$ cat src/sv/utd_pkg.sv
// Shared types, codes and constants of the UTF-8 to UCS-2 decoder unit.
`default_nettype none
package utd_pkg;

   localparam int unsigned QueueDepthDefault = 4;

   localparam logic [7:0] AsciiLimit     = 8'd128;
   localparam logic [7:0] ContLimit      = 8'hC0;
   localparam logic [7:0] LeadMask       = 8'hF0;
   localparam logic [7:0] Lead3Pattern   = 8'hE0;
   localparam logic [7:0] Lead4Pattern   = 8'hF0;
   localparam logic [7:0] NewlineByte    = 8'd10;

   localparam logic [0:0] DropNewlineReset = 1'b1;
   localparam logic [7:0] MaxCharsReset    = 8'd128;

   localparam int unsigned CsrAddrWidth = 3;
   localparam logic [0:0]  RegDropNewline = 1'b0;
   localparam logic [0:0]  RegMaxChars    = 1'b1;

   typedef logic [1:0] class_type;
   localparam class_type CLS_SKIP  = 2'd0;
   localparam class_type CLS_ASCII = 2'd1;
   localparam class_type CLS_LEAD2 = 2'd2;
   localparam class_type CLS_LEAD3 = 2'd3;

   typedef struct packed {
      logic [7:0] data;
      logic       last;
      class_type  kind;
   } entry_type;

   typedef struct packed {
      logic       drop_newline;
      logic [7:0] max_chars;
   } cfg_type;

endpackage
`default_nettype wire

$ cat src/sv/utd_front.sv
// Front end: classifies each incoming byte and pushes it into the queue.
`default_nettype none
module utd_front
   import utd_pkg::*;
(
   input  wire logic       drop_newline,
   input  wire logic       req_valid,
   input  wire logic [7:0] req_in_byte,
   input  wire logic       req_last_byte,
   input  wire logic       queue_full,
   output logic            req_stall,
   output logic            push,
   output entry_type       push_entry
);

   class_type kind;

   always_comb begin
      kind = CLS_SKIP;
      if (req_in_byte < AsciiLimit) begin
         if (!(drop_newline && (req_in_byte == NewlineByte))) begin
            kind = CLS_ASCII;
         end
      end else if (req_in_byte < ContLimit) begin
         kind = CLS_SKIP;
      end else if ((req_in_byte & LeadMask) == Lead4Pattern) begin
         kind = CLS_SKIP;
      end else if ((req_in_byte & LeadMask) == Lead3Pattern) begin
         kind = CLS_LEAD3;
      end else begin
         kind = CLS_LEAD2;
      end
   end

   assign req_stall       = queue_full;
   assign push            = req_valid && !queue_full;
   assign push_entry.data = req_in_byte;
   assign push_entry.last = req_last_byte;
   assign push_entry.kind = kind;

endmodule
`default_nettype wire

$ cat src/sv/utd_queue.sv
// Short queue of classified bytes between the front and back ends.
`default_nettype none
module utd_queue
   import utd_pkg::*;
#(
   parameter int unsigned Depth = QueueDepthDefault
) (
   input  wire logic      clock,
   input  wire logic      reset,
   input  wire logic      push,
   input  wire entry_type push_entry,
   input  wire logic      pop,
   output logic           full,
   output logic           not_empty,
   output entry_type      head
);

   localparam int unsigned PtrWidth   = $clog2(Depth);
   localparam int unsigned CountWidth = $clog2(Depth + 1);
   localparam logic [PtrWidth-1:0]   LastPtr   = PtrWidth'(Depth - 1);
   localparam logic [CountWidth-1:0] FullCount = CountWidth'(Depth);

   entry_type                 store_ff [Depth];
   logic [PtrWidth-1:0]       wr_ptr_ff, wr_ptr_in;
   logic [PtrWidth-1:0]       rd_ptr_ff, rd_ptr_in;
   logic [CountWidth-1:0]     count_ff, count_in;
   logic                      do_push;
   logic                      do_pop;

   assign full      = (count_ff == FullCount);
   assign not_empty = (count_ff != '0);
   assign head      = store_ff[rd_ptr_ff];
   assign do_push   = push && !full;
   assign do_pop    = pop && not_empty;

   always_comb begin
      wr_ptr_in = wr_ptr_ff;
      rd_ptr_in = rd_ptr_ff;
      count_in  = count_ff;
      if (do_push) begin
         wr_ptr_in = (wr_ptr_ff == LastPtr) ? '0 : wr_ptr_ff + 1'b1;
      end
      if (do_pop) begin
         rd_ptr_in = (rd_ptr_ff == LastPtr) ? '0 : rd_ptr_ff + 1'b1;
      end
      if (do_push && !do_pop) begin
         count_in = count_ff + 1'b1;
      end else if (do_pop && !do_push) begin
         count_in = count_ff - 1'b1;
      end
   end

   always_ff @(posedge clock) begin
      if (reset) begin
         wr_ptr_ff <= '0;
         rd_ptr_ff <= '0;
         count_ff  <= '0;
      end else begin
         wr_ptr_ff <= wr_ptr_in;
         rd_ptr_ff <= rd_ptr_in;
         count_ff  <= count_in;
      end
   end

   always_ff @(posedge clock) begin
      if (do_push) begin
         store_ff[wr_ptr_ff] <= push_entry;
      end
   end

endmodule
`default_nettype wire

$ cat src/sv/utd_back.sv
// Back end: sequence assembly, output limit and the result register.
`default_nettype none
module utd_back
   import utd_pkg::*;
(
   input  wire logic      clock,
   input  wire logic      reset,
   input  wire cfg_type   cfg,
   input  wire logic      queue_not_empty,
   input  wire entry_type head,
   output logic           pop,
   output logic           rsp_valid,
   input  wire logic      rsp_stall,
   output logic           rsp_char_valid,
   output logic [15:0]    rsp_code_unit,
   output logic [7:0]     rsp_char_count,
   output logic           rsp_string_done
);

   localparam logic [1:0] PH_IDLE  = 2'd0;
   localparam logic [1:0] PH_TWO   = 2'd1;
   localparam logic [1:0] PH_MID   = 2'd2;
   localparam logic [1:0] PH_THREE = 2'd3;

   logic [1:0]  phase_ff, phase_in;
   logic [4:0]  lead_ff, lead_in;
   logic [5:0]  middle_ff, middle_in;
   logic [7:0]  count_ff, count_in;
   logic        out_valid_ff, out_valid_in;
   logic        char_valid_ff, char_valid_in;
   logic [15:0] code_ff, code_in;
   logic [7:0]  out_count_ff, out_count_in;
   logic        done_ff, done_in;
   logic        step_valid;
   logic [15:0] step_code;
   logic [1:0]  step_phase;
   logic [7:0]  step_count;

   assign pop = queue_not_empty && (!out_valid_ff || !rsp_stall);

   always_comb begin
      step_valid = 1'b0;
      step_code  = '0;
      step_phase = phase_ff;
      lead_in    = lead_ff;
      middle_in  = middle_ff;
      if (count_ff < cfg.max_chars) begin
         case (phase_ff)
            PH_IDLE: begin
               case (head.kind)
                  CLS_ASCII: begin
                     step_valid = 1'b1;
                     step_code  = {8'd0, head.data};
                  end
                  CLS_LEAD2: begin
                     lead_in    = head.data[4:0];
                     step_phase = PH_TWO;
                  end
                  CLS_LEAD3: begin
                     lead_in    = {1'b0, head.data[3:0]};
                     step_phase = PH_MID;
                  end
                  default: begin
                  end
               endcase
            end
            PH_TWO: begin
               step_valid = 1'b1;
               step_code  = {5'd0, lead_ff, head.data[5:0]};
               step_phase = PH_IDLE;
            end
            PH_MID: begin
               middle_in  = head.data[5:0];
               step_phase = PH_THREE;
            end
            default: begin
               step_valid = 1'b1;
               step_code  = {lead_ff[3:0], middle_ff, head.data[5:0]};
               step_phase = PH_IDLE;
            end
         endcase
      end
      step_count = count_ff + {7'd0, step_valid};

      phase_in      = phase_ff;
      count_in      = count_ff;
      out_valid_in  = out_valid_ff && rsp_stall;
      char_valid_in = char_valid_ff;
      code_in       = code_ff;
      out_count_in  = out_count_ff;
      done_in       = done_ff;
      if (pop) begin
         phase_in      = head.last ? PH_IDLE : step_phase;
         count_in      = head.last ? 8'd0 : step_count;
         out_valid_in  = 1'b1;
         char_valid_in = step_valid;
         code_in       = step_code;
         out_count_in  = step_count;
         done_in       = head.last;
      end
   end

   always_ff @(posedge clock) begin
      if (reset) begin
         phase_ff     <= PH_IDLE;
         lead_ff      <= '0;
         middle_ff    <= '0;
         count_ff     <= '0;
         out_valid_ff <= 1'b0;
      end else begin
         phase_ff     <= phase_in;
         count_ff     <= count_in;
         out_valid_ff <= out_valid_in;
         if (pop) begin
            lead_ff   <= lead_in;
            middle_ff <= middle_in;
         end
      end
   end

   always_ff @(posedge clock) begin
      char_valid_ff <= char_valid_in;
      code_ff       <= code_in;
      out_count_ff  <= out_count_in;
      done_ff       <= done_in;
   end

   assign rsp_valid       = out_valid_ff;
   assign rsp_char_valid  = char_valid_ff;
   assign rsp_code_unit   = code_ff;
   assign rsp_char_count  = out_count_ff;
   assign rsp_string_done = done_ff;

endmodule
`default_nettype wire

$ cat src/sv/utf8_to_ucs2_decoder_unit.sv
// Top level of the UTF-8 to UCS-2 decoder unit with its register port.
//
//   Channel   Ports        Word
//   req       req_*        one string byte and its last-byte flag
//   rsp       rsp_*        valid flag, code unit, running count, end of string
//   csr       csr_*        drop_newline at 0x0, max_chars at 0x4
//
// One byte is taken per cycle while req_stall is low; results pass the queue and result register.
// The queue between classifier and sequence logic holds QueueDepth words and
// absorbs output stalls; req_stall rises only when it is full.
// Reset is synchronous and bytes are accepted from the first cycle after it.
`default_nettype none
module utf8_to_ucs2_decoder_unit
   import utd_pkg::*;
#(
   parameter int unsigned QueueDepth = QueueDepthDefault
) (
   input  wire logic                    clock,
   input  wire logic                    reset,
   input  wire logic                    req_valid,
   output logic                         req_stall,
   input  wire logic [7:0]              req_in_byte,
   input  wire logic                    req_last_byte,
   output logic                         rsp_valid,
   input  wire logic                    rsp_stall,
   output logic                         rsp_char_valid,
   output logic [15:0]                  rsp_code_unit,
   output logic [7:0]                   rsp_char_count,
   output logic                         rsp_string_done,
   input  wire logic                    csr_psel,
   input  wire logic                    csr_penable,
   input  wire logic                    csr_pwrite,
   input  wire logic [CsrAddrWidth-1:0] csr_paddr,
   input  wire logic [31:0]             csr_pwdata,
   output logic [31:0]                  csr_prdata,
   output logic                         csr_pready
);

   cfg_type    cfg_ff, cfg_in;
   logic       reg_sel;
   logic       csr_write;
   logic       push;
   entry_type  push_entry;
   logic       pop;
   logic       queue_full;
   logic       queue_not_empty;
   entry_type  head;

   assign reg_sel    = csr_paddr[2];
   assign csr_write  = csr_psel && csr_penable && csr_pwrite;
   assign csr_pready = 1'b1;

   always_comb begin
      cfg_in = cfg_ff;
      if (csr_write) begin
         case (reg_sel)
            RegDropNewline: cfg_in.drop_newline = csr_pwdata[0];
            RegMaxChars:    cfg_in.max_chars    = csr_pwdata[7:0];
            default: begin
            end
         endcase
      end
   end

   always_comb begin
      case (reg_sel)
         RegDropNewline: csr_prdata = {31'd0, cfg_ff.drop_newline};
         RegMaxChars:    csr_prdata = {24'd0, cfg_ff.max_chars};
         default:        csr_prdata = '0;
      endcase
   end

   always_ff @(posedge clock) begin
      if (reset) begin
         cfg_ff.drop_newline <= DropNewlineReset;
         cfg_ff.max_chars    <= MaxCharsReset;
      end else begin
         cfg_ff <= cfg_in;
      end
   end

   utd_front u_front (
      .drop_newline  (cfg_ff.drop_newline),
      .req_valid     (req_valid),
      .req_in_byte   (req_in_byte),
      .req_last_byte (req_last_byte),
      .queue_full    (queue_full),
      .req_stall     (req_stall),
      .push          (push),
      .push_entry    (push_entry)
   );

   utd_queue #(
      .Depth (QueueDepth)
   ) u_queue (
      .clock      (clock),
      .reset      (reset),
      .push       (push),
      .push_entry (push_entry),
      .pop        (pop),
      .full       (queue_full),
      .not_empty  (queue_not_empty),
      .head       (head)
   );

   utd_back u_back (
      .clock           (clock),
      .reset           (reset),
      .cfg             (cfg_ff),
      .queue_not_empty (queue_not_empty),
      .head            (head),
      .pop             (pop),
      .rsp_valid       (rsp_valid),
      .rsp_stall       (rsp_stall),
      .rsp_char_valid  (rsp_char_valid),
      .rsp_code_unit   (rsp_code_unit),
      .rsp_char_count  (rsp_char_count),
      .rsp_string_done (rsp_string_done)
   );

endmodule
`default_nettype wire
$ cat config.mk
export PLATFORM = sky130hd
export DESIGN_NAME = utf8_to_ucs2_decoder_unit
export DESIGN_NICKNAME = d
export VERILOG_FILES = /design/src/sv/utd_pkg.sv /design/src/sv/utd_front.sv /design/src/sv/utd_queue.sv /design/src/sv/utd_back.sv /design/src/sv/utf8_to_ucs2_decoder_unit.sv
export SDC_FILE = /design/constraint.sdc
export NUM_CORES = 1
export LEC_CHECK = 0
export BUFFER_PORTS_ARGS = -buffer_cell sky130_fd_sc_hd__buf_2
export CAP_MARGIN = 10
export CORE_ASPECT_RATIO = 0.75
export CORE_UTILIZATION = 47
export CTS_BUF_LIST = sky130_fd_sc_hd__clkbuf_8
export DETAILED_ROUTE_END_ITERATION = 6
export GPL_TIMING_DRIVEN = 0
export HOLD_SLACK_MARGIN = 0.1
export MAX_ROUTING_LAYER = met4
export PLACE_DENSITY = 0.79
export SKIP_CTS_REPAIR_TIMING = 1
export SLEW_MARGIN = 20
export SYNTH_ARGS = -nofsm -noshare
export SYNTH_HDL_FRONTEND = slang
export SYNTH_SLANG_ARGS = --single-unit
$ cat constraint.sdc
create_clock -name clock -period 3.8 [get_ports clock]
set_input_delay 0.76 -clock clock [delete_from_list [all_inputs] [get_ports clock]]
set_output_delay 0.76 -clock clock [all_outputs]
set_load 0.01 [all_outputs]
==> key figures, run 1 <==
Die
  – I/O pins: 112
  – Site Rows: 31
  – Die area: between 10000 and 15000 sq um
  – Die Y: 89.8 microns
  – Die W: 119 microns
  – Starting Density: 49.2%
  – Core ar.: 9810 sq um

Placed design
  – DP Wirelength: approximately 6.5 mm
  – GP Congestion: 0.849
  – Placed insts: 606
  – Placed standard-cell area: 5370 sq um
  – IO buf count: 59
  – Dpl ws: 0.501 ns

STA
  – Final hold slack: 0.461 ns
  – Unrepaired setup endpoints after global routing: no
  – Max Clk Rate: 0.296 GHz
  – Rel. slew slack: 30.8%
  – Setup Viol. Count Final: 0
  – Hold Violations, Final: 0
  – Fin crit period: approximately 3.4 ns
  – Worst-margin pin slew: approximately 1.0 ns
  – Setup TNS: 0 ns
  – Clk_skew: around 0.015 ns
  – Max-slew violations: 0
  – Setup WS post-layout: 0.419 ns
  – Period utilisation layout: 89.0%

GRT
  – Largest net degree at the start of global routing: 32
  – Met1 Use GR: 22.2%
  – Number of global-route vias before repair: ~3100
  – GRT overflow: 0
  – Global-route wire length before repair: around 15 mm
  – Gr busiest metal: met2
  – M2 GR Usage: 30.2%
  – Gr usage total: 18.4%
  – GR Util met3: 4.63%
  – Initial antenna violation count: 0

Setup path
  – R2r endpoint: u_back.count_ff[4]$_SDFFE_PP0P_
  – Slowest CP cell: a21oi_1
  – Worst Setup SP: u_back.count_ff[2]$_SDFFE_PP0P_
  – Kind of critical path: register to register
  – Worst Path Arrival: 3.69 ns
  – Worst path cell trace: ha_1 > a211oi_2 > o21ai_2 > a21oi_1 > o21a_1 > ha_1 > ha_1 > nand3_1 > xnor2_1 > nor3b_1 > a21oi_1 > nor2_1
  – Worst Path Buf+Inv: 0
  – CP most frequent cell: ha_1
  – Reg2reg path depth: 12
  – CP top delay family: compound AO/OA/AOI/OAI gates
  – Crit end category: register
  – Critical Path Source Type: register
  – Max stage delay on crit path: 0.53 ns
  – Worst EP required: just over 4 ns
  – Worst-path fanout max: 8
  – Worst r2r src: u_back.count_ff[2]$_SDFFE_PP0P_
  – Worst reg2reg setup slack: 0.42 ns

Final layout
  – Final Non-Filler Cells: about 620
  – Post-layout net count: about 550
  – Most frequent cells in the layout: edfxtp_1, buf_2, dfxtp_1
  – Final Cell Area: 5540 sq um
  – P&R area growth vs syn: 14.7%
  – Area occupied by multi-input gates: 1690 sq um
  – Commonest non-fill, non-tap cell in the layout: edfxtp_1
  – Layout cell share with drive strength beyond 1: about a quarter
  – # diodes: 0
  – Filler Cells Inserted: 830
  – Register area: 2900 sq um

Route
  – Drt via density: around 5
  – DR DRC count: 0
  – Antenna viol nets, final: 0
  – Drt first-iter violations: 139
  – Vias after detailed routing: 3093
  – WL final: 8.87 mm
  – DR pass1 iterations: 4
  – Routed WL per cell: between 10 and 15 microns

Synthesis
  – Synth warn: 0
  – Synth Cell Area: a little under 5000 sq um
  – Number of enable flip-flop cells after synthesis: 70
  – Synth unique cells: 49
  – Synth Register Bits: 110
  – Synth Instances: 392
  – Syn avg cell area: roughly 12 sq um
  – Async set or reset register ratio after synthesis: 0%
  – Top FF cell, synth: edfxtp_1
  – Sequential fraction of the synthesis area: 60.1%

CTS
  – Reg clk slew, reported paths: 0.10 ns
  – Clock Sinks: 110
  – CTS Buf Count: 9
  – Clock buffer depth: 2
  – Worst-Skew Late Latency: 0.37 ns
  – Root Buffer: clkbuf_8
  – CTS tree: done
  – CTS H-tree depth: 3

Hold path
  – Hold depth: 2
  – Hold Path Origin: cfg_ff[2]$_SDFFE_PP0P_
  – Hold endpoint: cfg_ff[2]$_SDFFE_PP0P_
  – Min-delay worst type: register to register

Pwr
  – Cell Pwr Density: 609 nW/um^2
  – Lkg Pwr: 0.00216 uW
  – Max VDD drop: ~0.28 mV

Flow run
  – Max-Cap Viols: 0

Run status
  – Status: finished clean
layer usage:
layer / wire (microns) / vias up
li1: - / 1529
met1: 3910 / 1462
met2: 4360 / 91
met3: 502 / 11
met4: 99 / 0
met5: 0 / -
layout make-up:
type / instances / area share [%]
Sequential cell: 110 / 52.4
Clock inverter: 6 / 0.452
Buffer: 38 / 4.52
Clock buffer: 10 / 2.49
Timing Repair Buffer: 59 / 5.33
Inverter: 19 / 1.29
Multi-Input combinational cell: 248 / 30.5
Tap cell: 132 / 2.98
flip-flops by register name (all words and copies together) (netlist names), named ones only:
name                    cells
u_back.rsp_char_valid       1
u_queue.store_ff           44
u_back.count_ff             8
u_queue.count_ff            3
u_back.rsp_code_unit       16
u_back.rsp_valid            1
u_back.phase_ff             2
u_queue.wr_ptr_ff           2
u_back.rsp_string_done      1
u_back.rsp_char_count       8
u_back.middle_ff            6
u_queue.rd_ptr_ff           2
cfg_ff                      9
u_back.lead_ff              5
report_power, final:
| group | total (uW) | switching (uW) | internal [uW] |
|---|---|---|---|
| sequential | 1660 | 86.9 | 1580 |
| clock | 609 | 363 | 246 |
| combinational | 1100 | 658 | 440 |
kinds of logic (layout without fill, tap and decap cells):
group                      after synthesis  after routing  share of synthesized area [%]
AOI/OAI and AO/OA                       58             58                           7.65
xor gates and xnor gates                 8              8                           1.45
adders and majority gates               16             16                           4.30
buffers and inverters                   57            132                           6.66
DFF                                    110            110                           60.1
muxes                                   24             24                           7.85
other                                    2             25                          0.156
and+or+nand+nor                        117            117                           11.8
synthesized netlist by cell type, types with 3 or more instances:
library cell  number  area (sq um)
inv_1             18          67.6
o21ai_0           15          75.1
a21oi_1           27           135
a22oi_1            3          22.5
nand3_1           10          50.1
clkbuf_1           7          26.3
buf_4             26           195
nand2b_1           3          18.8
dfxtp_1           40           801
mux2i_1           12           120
xnor2_1            4          35.0
xor2_1             4          35.0
nand3b_1           5          37.5
mux4_2            11           248
nand2_1           32           120
nor2b_1            3          18.8
ha_1              15           188
nor2_1            37           139
edfxtp_1          70          2100
and2_1            12          75.1
per-stage QoR:
| step | utilization (%) | power [uW] |
|---|---|---|
| floorplan | - | 2450 |
| global placement | 54.8 | 2760 |
| detailed placement | 54.8 | 2800 |
| CTS | 56.4 | 3400 |
| global route | 56.4 | 3570 |
| finish | 56.4 | 3370 |
worst register-to-register path: stages (launching register included):
cell and delay, ns:
dfxtp_1 0.49, ha_1 0.31, a211oi_2 0.24, o21ai_2 0.14, a21oi_1 0.53, o21a_1 0.39
ha_1 0.23, ha_1 0.29, nand3_1 0.13, xnor2_1 0.21, nor3b_1 0.21, a21oi_1 0.06
nor2_1 0.09
how the worst max path moves through the flow:
stage	to	slack (ns)	depth (start not counted)
5_1_grt	u_back.count_ff[4]$_SDFFE_PP0P_	0.04	12
6_report	u_back.count_ff[4]$_SDFFE_PP0P_	0.42	12
3_5_place_dp	u_back.count_ff[4]$_SDFFE_PP0P_	0.50	12
3_3_place_gp	u_back.count_ff[7]$_SDFFE_PP0P_	0.67	12
2_1_floorplan	u_back.count_ff[5]$_SDFFE_PP0P_	1.13	13
4_1_cts	u_back.count_ff[4]$_SDFFE_PP0P_	0.44	12
Power figures use the tool's default switching activity.
==> run 2, diff against run 1 <==
Settings changed: CORE_ASPECT_RATIO 0.75 to unset, CORE_UTILIZATION 47 to 56, PLACE_DENSITY 0.79 to 0.91.
==> run 2 against run 1 <==
  * Core utilization rose by 11 points
  * Maximum frequency rose by 2.8%
  * Clock skew fell by 0.0053 ns
  * Clock power rose by 28%
  * Combinational power barely moved
  * Clock-buffer cell count fell by 1
==> key figures, run 2 (synthesis gave the netlist of run 1 again) <==
CTS
  – Reg clk slew, reported paths: 0.10 ns (about the same)
  – CTS tree: done
  – CTS Buf Count: 9 (unchanged)
  – Clock Sinks: 110 (unchanged)
  – Worst-Skew Late Latency: 0.37 ns (about the same)
  – Clock buffer depth: 2 (unchanged)
  – Root Buffer: clkbuf_8
  – CTS H-tree depth: 3 (unchanged)

Setup path
  – Kind of critical path: register to register
  – Worst r2r src: u_back.count_ff[2]$_SDFFE_PP0P_
  – Worst EP required: 4.04 ns (-0.06 ns)
  – Worst path cell trace: ha_1 > a211oi_2 > o21ai_2 > a21oi_1 > o21a_1 > ha_1 > and3_1 > clkbuf_1 > nand3_1 > xnor2_1 > a22oi_1 > nor2_1
  – CP most frequent cell: ha_1
  – Worst Path Buf+Inv: 1 (+1)
  – R2r endpoint: u_back.count_ff[5]$_SDFFE_PP0P_
  – Worst-path fanout max: 8 (unchanged)
  – Max stage delay on crit path: 0.52 ns (about the same)
  – Worst reg2reg setup slack: 0.51 ns (+0.09 ns)
  – Worst Path Arrival: 3.53 ns (-0.16 ns)
  – Crit end category: register
  – Reg2reg path depth: 12 (unchanged)
  – Slowest CP cell: a21oi_1
  – CP top delay family: compound AO/OA/AOI/OAI gates
  – Critical Path Source Type: register

Placed design
  – Placed standard-cell area: 5340 sq um (-0.63%)
  – DP Wirelength: 6.16 mm (-4.8%)
  – IO buf count: 59 (unchanged)
  – GP Congestion: 0.843 (-0.71%)
  – Placed insts: 579 (-4.5%)

Final layout
  – Layout cell share with drive strength beyond 1: 25.3% (+1.2 points)
  – # diodes: 0 (unchanged)
  – Top reg by flops: u_queue.store_ff
  – Commonest non-fill, non-tap cell in the layout: edfxtp_1
  – Most frequent cells in the layout: edfxtp_1, buf_2, dfxtp_1
  – Final Cell Area: 5570 sq um (+0.56%)
  – Post-layout net count: 552 (unchanged)
  – Final Non-Filler Cells: 595 (-4.3%)
  – Filler Cells Inserted: 583 (-30%)
  – Max reg flops: 44 (unchanged)
  – P&R area growth vs syn: 15.3%

Pwr
  – Lkg Pwr: 0.00217 uW (+0.56%)
  – Max VDD drop: 0.324 mV (+16%)
  – Cell Pwr Density: 637 nW/um^2 (+4.5%)

STA
  – Period utilisation layout: 86.6% (-2.4 points)
  – Rel. slew slack: 53.4% (+23 points)
  – Max-slew violations: 0 (unchanged)
  – Setup Viol. Count Final: 0 (unchanged)
  – Unrepaired setup endpoints after global routing: no
  – Clk_skew: 0.00987 ns (-0.00527 ns)
  – Setup TNS: 0 ns (unchanged)
  – Fin crit period: 3.29 ns (-0.0911 ns)
  – Final hold slack: 0.460 ns (-0.000685 ns)
  – Hold Violations, Final: 0 (unchanged)
  – Worst-margin pin slew: 0.700 ns (-0.333 ns)
  – Max Clk Rate: 0.304 GHz (+2.8%)

GRT
  – Largest net degree at the start of global routing: 32 (unchanged)
  – Number of global-route vias before repair: 2984 (-2.8%)
  – GRT overflow: 0 (unchanged)
  – Initial antenna violation count: 0 (unchanged)
  – Global-route wire length before repair: 13.7 mm (-7.4%)
  – Gr usage total: 21.2% (+2.7 points)

Route
  – WL final: 8.63 mm (-2.7%)
  – Antenna viol nets, final: 0 (unchanged)
  – Routed WL per cell: 14.5 microns (+1.7%)
  – Drt via density: 5.28 (+6.2%)
  – DR DRC count: 0 (unchanged)
  – DR pass1 iterations: 5 (+1)
  – Vias after detailed routing: 3141 (+1.6%)
  – Drt first-iter violations: 132 (-5.0%)

Die
  – I/O pins: 112 (unchanged)
  – Die W: 94.8 microns (-20%)
  – Core ar.: 8300 sq um (-15%)
  – Die Y: 94.8 microns (+5.7%)
  – Die area: 9000 sq um (-16%)
  – Starting Density: 58.2% (+9.0 points)
  – Site Rows: 33 (+6.5%)

Hold path
  – Hold Path Origin: cfg_ff[1]$_SDFFE_PP0P_
  – Hold endpoint: cfg_ff[1]$_SDFFE_PP0P_
  – Hold depth: 2 (unchanged)
  – Min-delay worst type: register to register

Flow run
  – Max-Cap Viols: 0 (unchanged)

Run status
  – Status: finished clean
-- run 2: cell count changes in the layout (fill, tap and decap cells not counted) --
cell,delta
inv_2,+1
bufinv_16,+2
clkinv_1,-2
inv_1,-4
inv_4,-1
clkbuf_8,-1
inv_6,+2
inv_8,+1
clkinvlp_4,+2
-- run 2: through the flow --
step	total power [uW]	worst slack [ns]	util, %
2_1_floorplan	2450	1.13	-
3_3_place_gp	2730	0.684	64.3
3_5_place_dp	2790	0.569	64.3
4_1_cts	3560	0.555	67.1
5_1_grt	3740	0.281	67.1
6_report	3540	0.510	67.1
-- run 2: routing by layer --
layer  track usage [%]  up-vias  share of wire (%)
met5                 -        -                  0
li1                  -     1532                  -
met1              24.1     1487                 41
met4              12.0        0                2.0
met3              4.27       15                5.2
met2              34.8      107                 52
-- run 2: layout make-up --
type,instances,area (sq um),area share [%]
Sequential cell,110,2900,52.1
Multi-Input combinational cell,248,1690,30.3
Timing Repair Buffer,59,295,5.30
Buffer,38,250,4.49
Tap cell,105,131,2.36
Clock buffer,9,124,2.22
Clock inverter,7,104,1.87
Inverter,19,71.3,1.28
-- run 2: worst max-delay path by stage --
| stage | slack, ns | start | endpoint | cells past startpoint |
|---|---|---|---|---|
| after floorplan | 1.13 | cfg_ff[2]$_SDFFE_PP0P_ | u_back.count_ff[5]$_SDFFE_PP0P_ | 13 |
| after global placement | 0.68 | u_back.count_ff[2]$_SDFFE_PP0P_ | u_back.count_ff[5]$_SDFFE_PP0P_ | 12 |
| after global routing | 0.28 | u_back.count_ff[2]$_SDFFE_PP0P_ | u_back.count_ff[4]$_SDFFE_PP0P_ | 12 |
| after detailed placement | 0.57 | u_back.count_ff[2]$_SDFFE_PP0P_ | u_back.count_ff[4]$_SDFFE_PP0P_ | 12 |
| final | 0.51 | u_back.count_ff[2]$_SDFFE_PP0P_ | u_back.count_ff[5]$_SDFFE_PP0P_ | 12 |
| after CTS | 0.56 | u_back.count_ff[2]$_SDFFE_PP0P_ | u_back.count_ff[4]$_SDFFE_PP0P_ | 12 |
-- run 2: worst reg2reg max path, cell delays in order (launching register included) --
cell and delay, ns:
dfxtp_1 0.47, ha_1 0.30, a211oi_2 0.25, o21ai_2 0.14, a21oi_1 0.52, o21a_1 0.38
ha_1 0.22, and3_1 0.16, clkbuf_1 0.22, nand3_1 0.13, xnor2_1 0.16, a22oi_1 0.16
nor2_1 0.06
-- run 2: report_power, final --
group	internal [uW]	switching, uW	total, uW	leakage (uW)
Sequential	1570	93.7	1670	0.000991
Clock	380	397	777	0.000108
Combinational	442	659	1100	0.00108
Total	2390	1150	3540	0.00217
